### src/design/bsr_pkg.sv
package bsr_pkg;

   // fixed field widths
   localparam int VAL_W  = 32;
   localparam int SQ_W   = 64;
   localparam int ITER_W = 6;
   localparam int KIND_W = 2;
   localparam int PC_W   = 3;

   // register file
   localparam int CSR_ADDR_W = 3;
   localparam int CSR_DATA_W = 32;
   localparam logic REG_TOLERANCE = 1'b0;
   localparam logic [VAL_W-1:0] TOLERANCE_RESET = 32'd66;

   // result kinds
   typedef enum logic [KIND_W-1:0] {
      KIND_TRACE = 2'd0,
      KIND_TOL   = 2'd1,
      KIND_EXACT = 2'd2,
      KIND_CAP   = 2'd3
   } kind_type;

   // datapath operations
   typedef enum logic [2:0] {
      OP_MUL_UP  = 3'd0,
      OP_MUL_EST = 3'd1,
      OP_DIFF    = 3'd2,
      OP_TEST    = 3'd3,
      OP_UPDATE  = 3'd4,
      OP_CAP     = 3'd5
   } op_type;

   // sequencing after a step
   typedef enum logic [1:0] {
      BR_NEXT,
      BR_END_IF_HIT,
      BR_LOOP_UNLESS_CAP,
      BR_END
   } br_type;

   // program addresses
   localparam logic [PC_W-1:0] PC_MUL_UP  = 3'd0;
   localparam logic [PC_W-1:0] PC_MUL_EST = 3'd1;
   localparam logic [PC_W-1:0] PC_DIFF    = 3'd2;
   localparam logic [PC_W-1:0] PC_TEST    = 3'd3;
   localparam logic [PC_W-1:0] PC_UPDATE  = 3'd4;
   localparam logic [PC_W-1:0] PC_CAP     = 3'd5;

   typedef struct packed {
      op_type          op;
      logic            emit;
      br_type          br;
      logic [PC_W-1:0] target;
   } uword_type;

   // sequencer to datapath
   typedef struct packed {
      logic   start;
      logic   fire;
      op_type op;
   } ctl_type;

   // datapath to sequencer
   typedef struct packed {
      logic hit;
      logic last_step;
      logic out_hold;
   } status_type;

   // control store
   function automatic uword_type ucode_rom(input logic [PC_W-1:0] pc);
      uword_type uw;
      case (pc)
         PC_MUL_UP:  uw = '{op: OP_MUL_UP,  emit: 1'b0, br: BR_NEXT,            target: PC_MUL_EST};
         PC_MUL_EST: uw = '{op: OP_MUL_EST, emit: 1'b0, br: BR_NEXT,            target: PC_DIFF};
         PC_DIFF:    uw = '{op: OP_DIFF,    emit: 1'b0, br: BR_NEXT,            target: PC_TEST};
         PC_TEST:    uw = '{op: OP_TEST,    emit: 1'b1, br: BR_END_IF_HIT,      target: PC_UPDATE};
         PC_UPDATE:  uw = '{op: OP_UPDATE,  emit: 1'b0, br: BR_LOOP_UNLESS_CAP, target: PC_MUL_EST};
         PC_CAP:     uw = '{op: OP_CAP,     emit: 1'b1, br: BR_END,             target: PC_MUL_UP};
         default:    uw = '{op: OP_CAP,     emit: 1'b1, br: BR_END,             target: PC_MUL_UP};
      endcase
      return uw;
   endfunction

endpackage

### src/design/bsr_seq.sv
module bsr_seq (
   input  logic                clock,
   input  logic                reset,
   input  logic                req_valid,
   output logic                req_stall,
   input  bsr_pkg::status_type status,
   output bsr_pkg::ctl_type    ctl
);
   import bsr_pkg::*;

   logic            busy_ff, busy_in;
   logic [PC_W-1:0] pc_ff, pc_in;
   uword_type       uw;
   logic            fire;
   logic            start;

   // one run at a time
   assign req_stall = busy_ff;
   assign start     = req_valid & ~busy_ff;

   // fetch and hold emitting steps while the result register is full and stalled
   assign uw   = ucode_rom(pc_ff);
   assign fire = busy_ff & ~(uw.emit & status.out_hold);

   assign ctl.start = start;
   assign ctl.fire  = fire;
   assign ctl.op    = uw.op;

   // next program address
   always_comb begin
      busy_in = busy_ff;
      pc_in   = pc_ff;
      if (start) begin
         busy_in = 1'b1;
         pc_in   = PC_MUL_UP;
      end else if (fire) begin
         case (uw.br)
            BR_NEXT: begin
               pc_in = PC_W'(pc_ff + 1'b1);
            end
            BR_END_IF_HIT: begin
               if (status.hit) begin
                  busy_in = 1'b0;
               end else begin
                  pc_in = PC_W'(pc_ff + 1'b1);
               end
            end
            BR_LOOP_UNLESS_CAP: begin
               if (status.last_step) begin
                  pc_in = PC_W'(pc_ff + 1'b1);
               end else begin
                  pc_in = uw.target;
               end
            end
            BR_END: begin
               busy_in = 1'b0;
            end
            default: begin
               busy_in = 1'b0;
            end
         endcase
      end
   end

   always_ff @(posedge clock) begin
      if (reset) begin
         busy_ff <= 1'b0;
         pc_ff   <= PC_MUL_UP;
      end else begin
         busy_ff <= busy_in;
         pc_ff   <= pc_in;
      end
   end

endmodule

### src/design/bsr_dp.sv
module bsr_dp #(
   parameter int MAX_ITER  = 48,
   parameter int FRAC_BITS = 16
) (
   input  logic                                clock,
   input  logic                                reset,
   input  bsr_pkg::ctl_type                    ctl,
   input  logic [bsr_pkg::VAL_W-1:0]           req_value,
   input  logic [bsr_pkg::VAL_W-1:0]           tolerance,
   output bsr_pkg::status_type                 status,
   output logic                                rsp_valid,
   input  logic                                rsp_stall,
   output logic [bsr_pkg::KIND_W-1:0]          rsp_kind,
   output logic [bsr_pkg::ITER_W-1:0]          rsp_iteration,
   output logic [bsr_pkg::VAL_W-1:0]           rsp_low_bound,
   output logic [bsr_pkg::VAL_W-1:0]           rsp_midpoint,
   output logic [bsr_pkg::VAL_W-1:0]           rsp_high_bound,
   output logic [bsr_pkg::VAL_W-1:0]           rsp_root,
   output logic                                rsp_last
);
   import bsr_pkg::*;

   localparam logic [VAL_W-1:0]  ONE       = VAL_W'(1) << FRAC_BITS;
   localparam logic [ITER_W-1:0] LAST_STEP = ITER_W'(MAX_ITER - 1);

   // search state
   logic [VAL_W-1:0]  value_ff, lower_ff, upper_ff, est_ff;
   logic [SQ_W-1:0]   sq_lo_ff, sq_up_ff, sq_est_ff, diff_ff;
   logic              lt_ff;
   logic [ITER_W-1:0] step_ff;

   // result register
   logic              rsp_valid_ff, rsp_valid_in;
   kind_type          kind_ff;
   logic [ITER_W-1:0] iter_ff;
   logic [VAL_W-1:0]  low_ff, mid_ff, high_ff, root_ff;
   logic              last_ff;

   logic [SQ_W-1:0]  target, tol;
   logic             hit_tol, hit_lo, hit_up;
   logic [VAL_W-1:0] first_upper, lower_nx, upper_nx;
   logic [VAL_W:0]   mid_sum;
   logic             act;
   logic [VAL_W-1:0] mul_op;
   logic [SQ_W-1:0]  mul_out;

   assign act = ctl.fire;

   // operands scaled to the square's fraction bits
   assign target = SQ_W'(value_ff) << FRAC_BITS;
   assign tol    = SQ_W'(tolerance) << FRAC_BITS;

   // one multiplier, squaring the upper bound or the estimate
   assign mul_op  = (ctl.op == OP_MUL_UP) ? upper_ff : est_ff;
   assign mul_out = SQ_W'(mul_op) * SQ_W'(mul_op);

   // end-of-run tests
   assign hit_tol = diff_ff <= tol;
   assign hit_lo  = sq_lo_ff == target;
   assign hit_up  = sq_up_ff == target;

   assign status.hit       = hit_tol | hit_lo | hit_up;
   assign status.last_step = step_ff == LAST_STEP;
   assign status.out_hold  = rsp_valid_ff & rsp_stall;

   // first upper bound, interval bounds after a step and the new midpoint
   assign first_upper = (req_value > ONE) ? req_value : ONE;
   assign lower_nx    = lt_ff ? est_ff : lower_ff;
   assign upper_nx    = lt_ff ? upper_ff : est_ff;
   assign mid_sum     = {1'b0, lower_nx} + {1'b0, upper_nx};

   // search datapath
   always_ff @(posedge clock) begin
      if (reset) begin
         lower_ff <= '0;
         upper_ff <= '0;
         est_ff   <= '0;
         step_ff  <= '0;
      end else if (ctl.start) begin
         value_ff <= req_value;
         lower_ff <= '0;
         upper_ff <= first_upper;
         est_ff   <= first_upper >> 1;
         sq_lo_ff <= '0;
         step_ff  <= '0;
      end else if (act) begin
         case (ctl.op)
            OP_MUL_UP: begin
               sq_up_ff <= mul_out;
            end
            OP_MUL_EST: begin
               sq_est_ff <= mul_out;
            end
            OP_DIFF: begin
               lt_ff   <= sq_est_ff < target;
               diff_ff <= (sq_est_ff < target) ? (target - sq_est_ff)
                                               : (sq_est_ff - target);
            end
            OP_UPDATE: begin
               lower_ff <= lower_nx;
               upper_ff <= upper_nx;
               if (lt_ff) begin
                  sq_lo_ff <= sq_est_ff;
               end else begin
                  sq_up_ff <= sq_est_ff;
               end
               est_ff  <= mid_sum[VAL_W:1];
               step_ff <= ITER_W'(step_ff + 1'b1);
            end
            default: begin
            end
         endcase
      end
   end

   // result register valid
   always_comb begin
      rsp_valid_in = rsp_valid_ff;
      if (act && (ctl.op == OP_TEST || ctl.op == OP_CAP)) begin
         rsp_valid_in = 1'b1;
      end else if (!rsp_stall) begin
         rsp_valid_in = 1'b0;
      end
   end

   always_ff @(posedge clock) begin
      if (reset) begin
         rsp_valid_ff <= 1'b0;
      end else begin
         rsp_valid_ff <= rsp_valid_in;
      end
   end

   // result register payload
   always_ff @(posedge clock) begin
      if (act && (ctl.op == OP_TEST || ctl.op == OP_CAP)) begin
         iter_ff <= step_ff;
         low_ff  <= lower_ff;
         mid_ff  <= est_ff;
         high_ff <= upper_ff;
         if (ctl.op == OP_CAP) begin
            kind_ff <= KIND_CAP;
            root_ff <= est_ff;
            last_ff <= 1'b1;
         end else if (hit_tol) begin
            kind_ff <= KIND_TOL;
            root_ff <= est_ff;
            last_ff <= 1'b1;
         end else if (hit_lo) begin
            kind_ff <= KIND_EXACT;
            root_ff <= lower_ff;
            last_ff <= 1'b1;
         end else if (hit_up) begin
            kind_ff <= KIND_EXACT;
            root_ff <= upper_ff;
            last_ff <= 1'b1;
         end else begin
            kind_ff <= KIND_TRACE;
            root_ff <= '0;
            last_ff <= 1'b0;
         end
      end
   end

   assign rsp_valid      = rsp_valid_ff;
   assign rsp_kind       = kind_ff;
   assign rsp_iteration  = iter_ff;
   assign rsp_low_bound  = low_ff;
   assign rsp_midpoint   = mid_ff;
   assign rsp_high_bound = high_ff;
   assign rsp_root       = root_ff;
   assign rsp_last       = last_ff;

endmodule

### src/design/bisection_square_root.sv
// sequence: load, square the upper bound, then per bisection step square the estimate,
// take the difference, test and emit, and update the interval, over the one shared
// 32x32 multiplier; a cap result after MAX_ITER steps; one value at a time, emits wait on stalls
// reset: synchronous, active high; sequencer idle, result register empty, tolerance 66
module bisection_square_root #(
   parameter int MAX_ITER  = 48,
   parameter int FRAC_BITS = 16
) (
   input  logic                                clock,
   input  logic                                reset,
   input  logic                                req_valid,
   output logic                                req_stall,
   input  logic [bsr_pkg::VAL_W-1:0]           req_value,
   output logic                                rsp_valid,
   input  logic                                rsp_stall,
   output logic [bsr_pkg::KIND_W-1:0]          rsp_kind,
   output logic [bsr_pkg::ITER_W-1:0]          rsp_iteration,
   output logic [bsr_pkg::VAL_W-1:0]           rsp_low_bound,
   output logic [bsr_pkg::VAL_W-1:0]           rsp_midpoint,
   output logic [bsr_pkg::VAL_W-1:0]           rsp_high_bound,
   output logic [bsr_pkg::VAL_W-1:0]           rsp_root,
   output logic                                rsp_last,
   input  logic                                psel,
   input  logic                                penable,
   input  logic                                pwrite,
   input  logic [bsr_pkg::CSR_ADDR_W-1:0]      paddr,
   input  logic [bsr_pkg::CSR_DATA_W-1:0]      pwdata,
   output logic [bsr_pkg::CSR_DATA_W-1:0]      prdata,
   output logic                                pready
);
   import bsr_pkg::*;

   logic [VAL_W-1:0] tolerance_ff;
   logic             csr_write;
   logic             reg_index;
   ctl_type          ctl;
   status_type       status;

   // register file
   assign pready    = 1'b1;
   assign reg_index = paddr[2];
   assign csr_write = psel & penable & pwrite & pready;
   assign prdata    = (reg_index == REG_TOLERANCE) ? tolerance_ff : '0;

   always_ff @(posedge clock) begin
      if (reset) begin
         tolerance_ff <= TOLERANCE_RESET;
      end else if (csr_write && reg_index == REG_TOLERANCE) begin
         tolerance_ff <= pwdata;
      end
   end

   // microprogram sequencer
   bsr_seq u_seq (
      .clock     (clock),
      .reset     (reset),
      .req_valid (req_valid),
      .req_stall (req_stall),
      .status    (status),
      .ctl       (ctl)
   );

   // search datapath and result register
   bsr_dp #(
      .MAX_ITER  (MAX_ITER),
      .FRAC_BITS (FRAC_BITS)
   ) u_dp (
      .clock          (clock),
      .reset          (reset),
      .ctl            (ctl),
      .req_value      (req_value),
      .tolerance      (tolerance_ff),
      .status         (status),
      .rsp_valid      (rsp_valid),
      .rsp_stall      (rsp_stall),
      .rsp_kind       (rsp_kind),
      .rsp_iteration  (rsp_iteration),
      .rsp_low_bound  (rsp_low_bound),
      .rsp_midpoint   (rsp_midpoint),
      .rsp_high_bound (rsp_high_bound),
      .rsp_root       (rsp_root),
      .rsp_last       (rsp_last)
   );

endmodule

### config.mk
export PLATFORM = sky130hd
export DESIGN_NAME = bisection_square_root
export DESIGN_NICKNAME = d
export VERILOG_FILES = /design/src/design/bsr_pkg.sv /design/src/design/bsr_seq.sv /design/src/design/bsr_dp.sv /design/src/design/bisection_square_root.sv
export SDC_FILE = /design/constraint.sdc
export NUM_CORES = 2
export LEC_CHECK = 0
export BUFFER_PORTS_ARGS = -buffer_cell sky130_fd_sc_hd__buf_4
export CELL_PAD_IN_SITES_DETAIL_PLACEMENT = 1
export CELL_PAD_IN_SITES_GLOBAL_PLACEMENT = 1
export CORE_MARGIN = 5
export CORE_UTILIZATION = 31
export DETAILED_ROUTE_END_ITERATION = 6
export PLACE_DENSITY = 0.52
export SLEW_MARGIN = 5
export SYNTH_ARGS = -nofsm -noshare
export SYNTH_HDL_FRONTEND = slang
export SYNTH_SLANG_ARGS = --single-unit
### constraint.sdc
create_clock -name clock -period 22 [get_ports clock]
set_input_delay 4.4 -clock clock [delete_from_list [all_inputs] [get_ports clock]]
set_output_delay 4.4 -clock clock [all_outputs]
set_load 0.02 [all_outputs]
==> run metrics <==
Setup Slack @ Placement=9.781 ns; PD cells=~80 nW/um^2; Max Cap Violations=0; Hold Vio Cnt, Final=0; Vias=42630; wire per inst=24.14 um; GRT Overall Usage=about a fifth; period utilization=a little under three fifths; hold_buf cts=0; clock buffer count from CTS=60; largest net degree at the start of global routing=78; Inst Count DP=about 8500; Worst slew margin=8.525%; Post-Syn Instances=5922; WL final=between 200000 and 250000 um; Critical R2R Launch=u_seq.pc_ff[0]$_SDFFE_PN0P_; number of global-route vias before repair=about 46000; Crit Path Class=reg -> reg; critical path launch point=u_seq.pc_ff[0]$_SDFFE_PN0P_; Remaining Overflow, GRT=0; Worst R2R Setup Slack=approximately 10 ns; post-layout min period=12.20 ns; met3 GRT Util=around 2.4%; cell with the most instances after synthesis=inv_1; clk_lat worst skew=0.68 ns; Lkg Pwr=29.84 nW; Synth area leaders=fa_1, edfxtp_1, ha_1; leading area contributor after synthesis=fa_1; H-tree Lvls=2; Port Buf Inserts=about 240; skew final=0.05362 ns; Area growth, synth to finish=12.22%; sequential fraction of the synthesis area=26.94%; Worst R2R End=u_dp.sq_up_ff[62]$_DFFE_PP_; Die Width=440.6 um; Root Buffer=clkbuf_16; M1 GR Usage=28.53%; synthesis-stage register bit count=562; syn avg cell area=9.706 um^2; Routed Antenna Nets=0; top cells by count, synth=inv_1, fa_1, nand2_1, nor2_1, edfxtp_1; status=completed; Buf/Inv on CP=10; post-synthesis cell area=57480 um^2; R2R depth=38; asr flop ratio synth=0%; share of post-route cells with drive strength above 1=9.685%; initial DRC count=2658; DP HPWL=163400 um; CTS resizes=0; clock-pin slew on the worst setup and hold paths=roughly 0.060 ns; busiest grt layer=met2; number of flops mapped to enable cells by yosys=approximately 420; Die Area=194100 um^2; Finished Layout Cells=8624; total negative setup slack=0 ns; antenna violations before repair=17; drt drc=0; Critical Path Fanout Max=32; via-per-instance ratio=4.943; setup ws final=9.801 ns; Slowest-stage cell, CP=mux2_2; Initial Utilization=31.10%; RSZ-0062 raised after global routing=no; maximum vdd drop=0.07717 mV; critical path data required time=22.40 ns; final core occ=34.90%; startpoint types=flop; post-synth cell types=85; crit-path most repeated cell=inv_1; Pre-Repair DR Iteration Count=6; FP Rows=158; fmax=between 0.08 and 0.09 GHz; prevailing post-synth register cell=edfxtp_1; Yosys Warn Count=0; I/O pin cnt=246; first-pass GRT wire length=between 300000 and 400000 um; Clock Tree Buf Depth=3; Critical Path Stages=38; top cell type's share of synthesized area=27.65%; Crit. End Element=flop; Hold WC Path Type=reg -> reg; postcts setup bufs=0; clock tree from TritonCTS=yes; met2 Resource Use GR=36.36%; critical path capture point=u_dp.sq_up_ff[62]$_DFFE_PP_; Final nets=roughly 7400; Die H=between 400 and 500 um; GP Congestion=0.8564; Arrival @ worst endpoint=about 13 ns; syn_nets=7211; Final setup viols=0; worst-margin pin slew=1.362 ns; final slew viol count=0; CP delay by family, top=adder cells; Sink Count=562; max incr delay on CP=0.90 ns; Core Region=184800 um^2
[per-stage QoR]
| stage | cell area, um^2 | power [mW] | hold WS (ns) |
|---|---|---|---|
| finish | 64510 | 5.054 | 0.4540 |
| CTS | 64480 | 5.087 | 0.4583 |
| global placement | 62410 | 3.951 | 0.4417 |
| floorplan | 57480 | 2.882 | 0.4363 |
| detailed placement | 62410 | 3.977 | 0.4501 |
| global route | 64490 | 5.393 | 0.4715 |
[per-layer routing]
layer | part of all wire [%] | vias to the layer above
li1 | - | 19370
met1 | 44 | 22080
met2 | 48 | 923
met3 | 4.9 | 249
met4 | 3.1 | 2
met5 | 0.0062 | -
[report_power, final]
part           switching [mW]  internal, mW  total, mW  leakage [nW]
clock network           0.464         0.617       1.08          1.00
logic                    1.80         0.846       2.65          23.9
registers              0.0387          1.29       1.33          4.95
total                    2.30          2.75       5.05          29.8
[worst reg2reg max path: cells and delay by family (launching register included)]
family | cells | cell delay, ns
muxes | 2 | 1.18
xor gates and xnor gates | 2 | 0.26
and+or+nand+nor | 4 | 1.35
AOI/OAI and AO/OA | 9 | 2.80
buffers and inverters | 10 | 1.46
adders and majority gates | 11 | 4.42
DFF | 1 | 0.45
[registers in the layout, summed over array words and instances, names as in the netlist, 32 cells and up]
| name | flops |
|---|---|
| u_dp.upper_ff | 32 |
| u_dp.diff_ff | 64 |
| u_dp.value_ff | 32 |
| u_dp.est_ff | 32 |
| tolerance_ff | 32 |
| u_dp.sq_lo_ff | 63 |
| u_dp.rsp_midpoint | 32 |
| u_dp.rsp_high_bound | 32 |
| u_dp.lower_ff | 32 |
| u_dp.sq_est_ff | 63 |
| u_dp.rsp_low_bound | 32 |
| u_dp.sq_up_ff | 63 |
| u_dp.rsp_root | 32 |
[worst min-delay path by stage]
stage	start	to	slack, ns	depth (start not counted)
floorplan	tolerance_ff[10]$_SDFFE_PP0P_	tolerance_ff[10]$_SDFFE_PP0P_	0.44	2
global placement	tolerance_ff[19]$_SDFFE_PP0P_	tolerance_ff[19]$_SDFFE_PP0P_	0.44	2
detailed placement	tolerance_ff[13]$_SDFFE_PP0P_	tolerance_ff[13]$_SDFFE_PP0P_	0.45	2
CTS	tolerance_ff[20]$_SDFFE_PP0P_	tolerance_ff[20]$_SDFFE_PP0P_	0.46	2
global route	tolerance_ff[30]$_SDFFE_PP0P_	tolerance_ff[30]$_SDFFE_PP0P_	0.47	2
finish	tolerance_ff[13]$_SDFFE_PP0P_	tolerance_ff[13]$_SDFFE_PP0P_	0.45	2
[final cells by class]
cell class	count	area (um^2)
well taps	2480	3103
diodes	11	27.53
multi-input cells	3980	37010
fillers	20990	120300
repair buffers	334	2507
clock inverters	37	466.7
inverters	1146	4302
clock buffers	74	1605
flip-flops and latches	562	15480
[cell families (layout without fill, tap and decap cells)]
group | Yosys count | count (layout) | share of synthesized area [%]
AOI/OAI and AO/OA | 871 | 871 | 9.549
xor gates and xnor gates | 248 | 248 | 3.779
adders and majority gates | 1215 | 1215 | 36.82
buffers and inverters | 1380 | 1591 | 9.071
DFF | 562 | 562 | 26.94
muxes | 141 | 141 | 2.669
other | 1 | 12 | 0.006524
and+or+nand+nor | 1504 | 1504 | 11.17
[layout by cell type (no fill, tap or decap), drive strengths merged, types with 24 or more instances in the layout]
cell	instances
mux2i	43
nor2	530
a211oi	48
a22oi	33
clkinv	31
buf	334
inv	1140
clkbuf	74
a31oi	24
ha	421
o21ai	211
nor2b	36
mux2	98
nand3	37
and2	34
xor2	126
a21oi	282
nand2	644
nor3	49
dfxtp	139
edfxtp	423
nand4	46
a21o	104
o21bai	29
fa	794
nor4	56
xnor2	122
No activity file was read; power rests on OpenSTA's default activity.
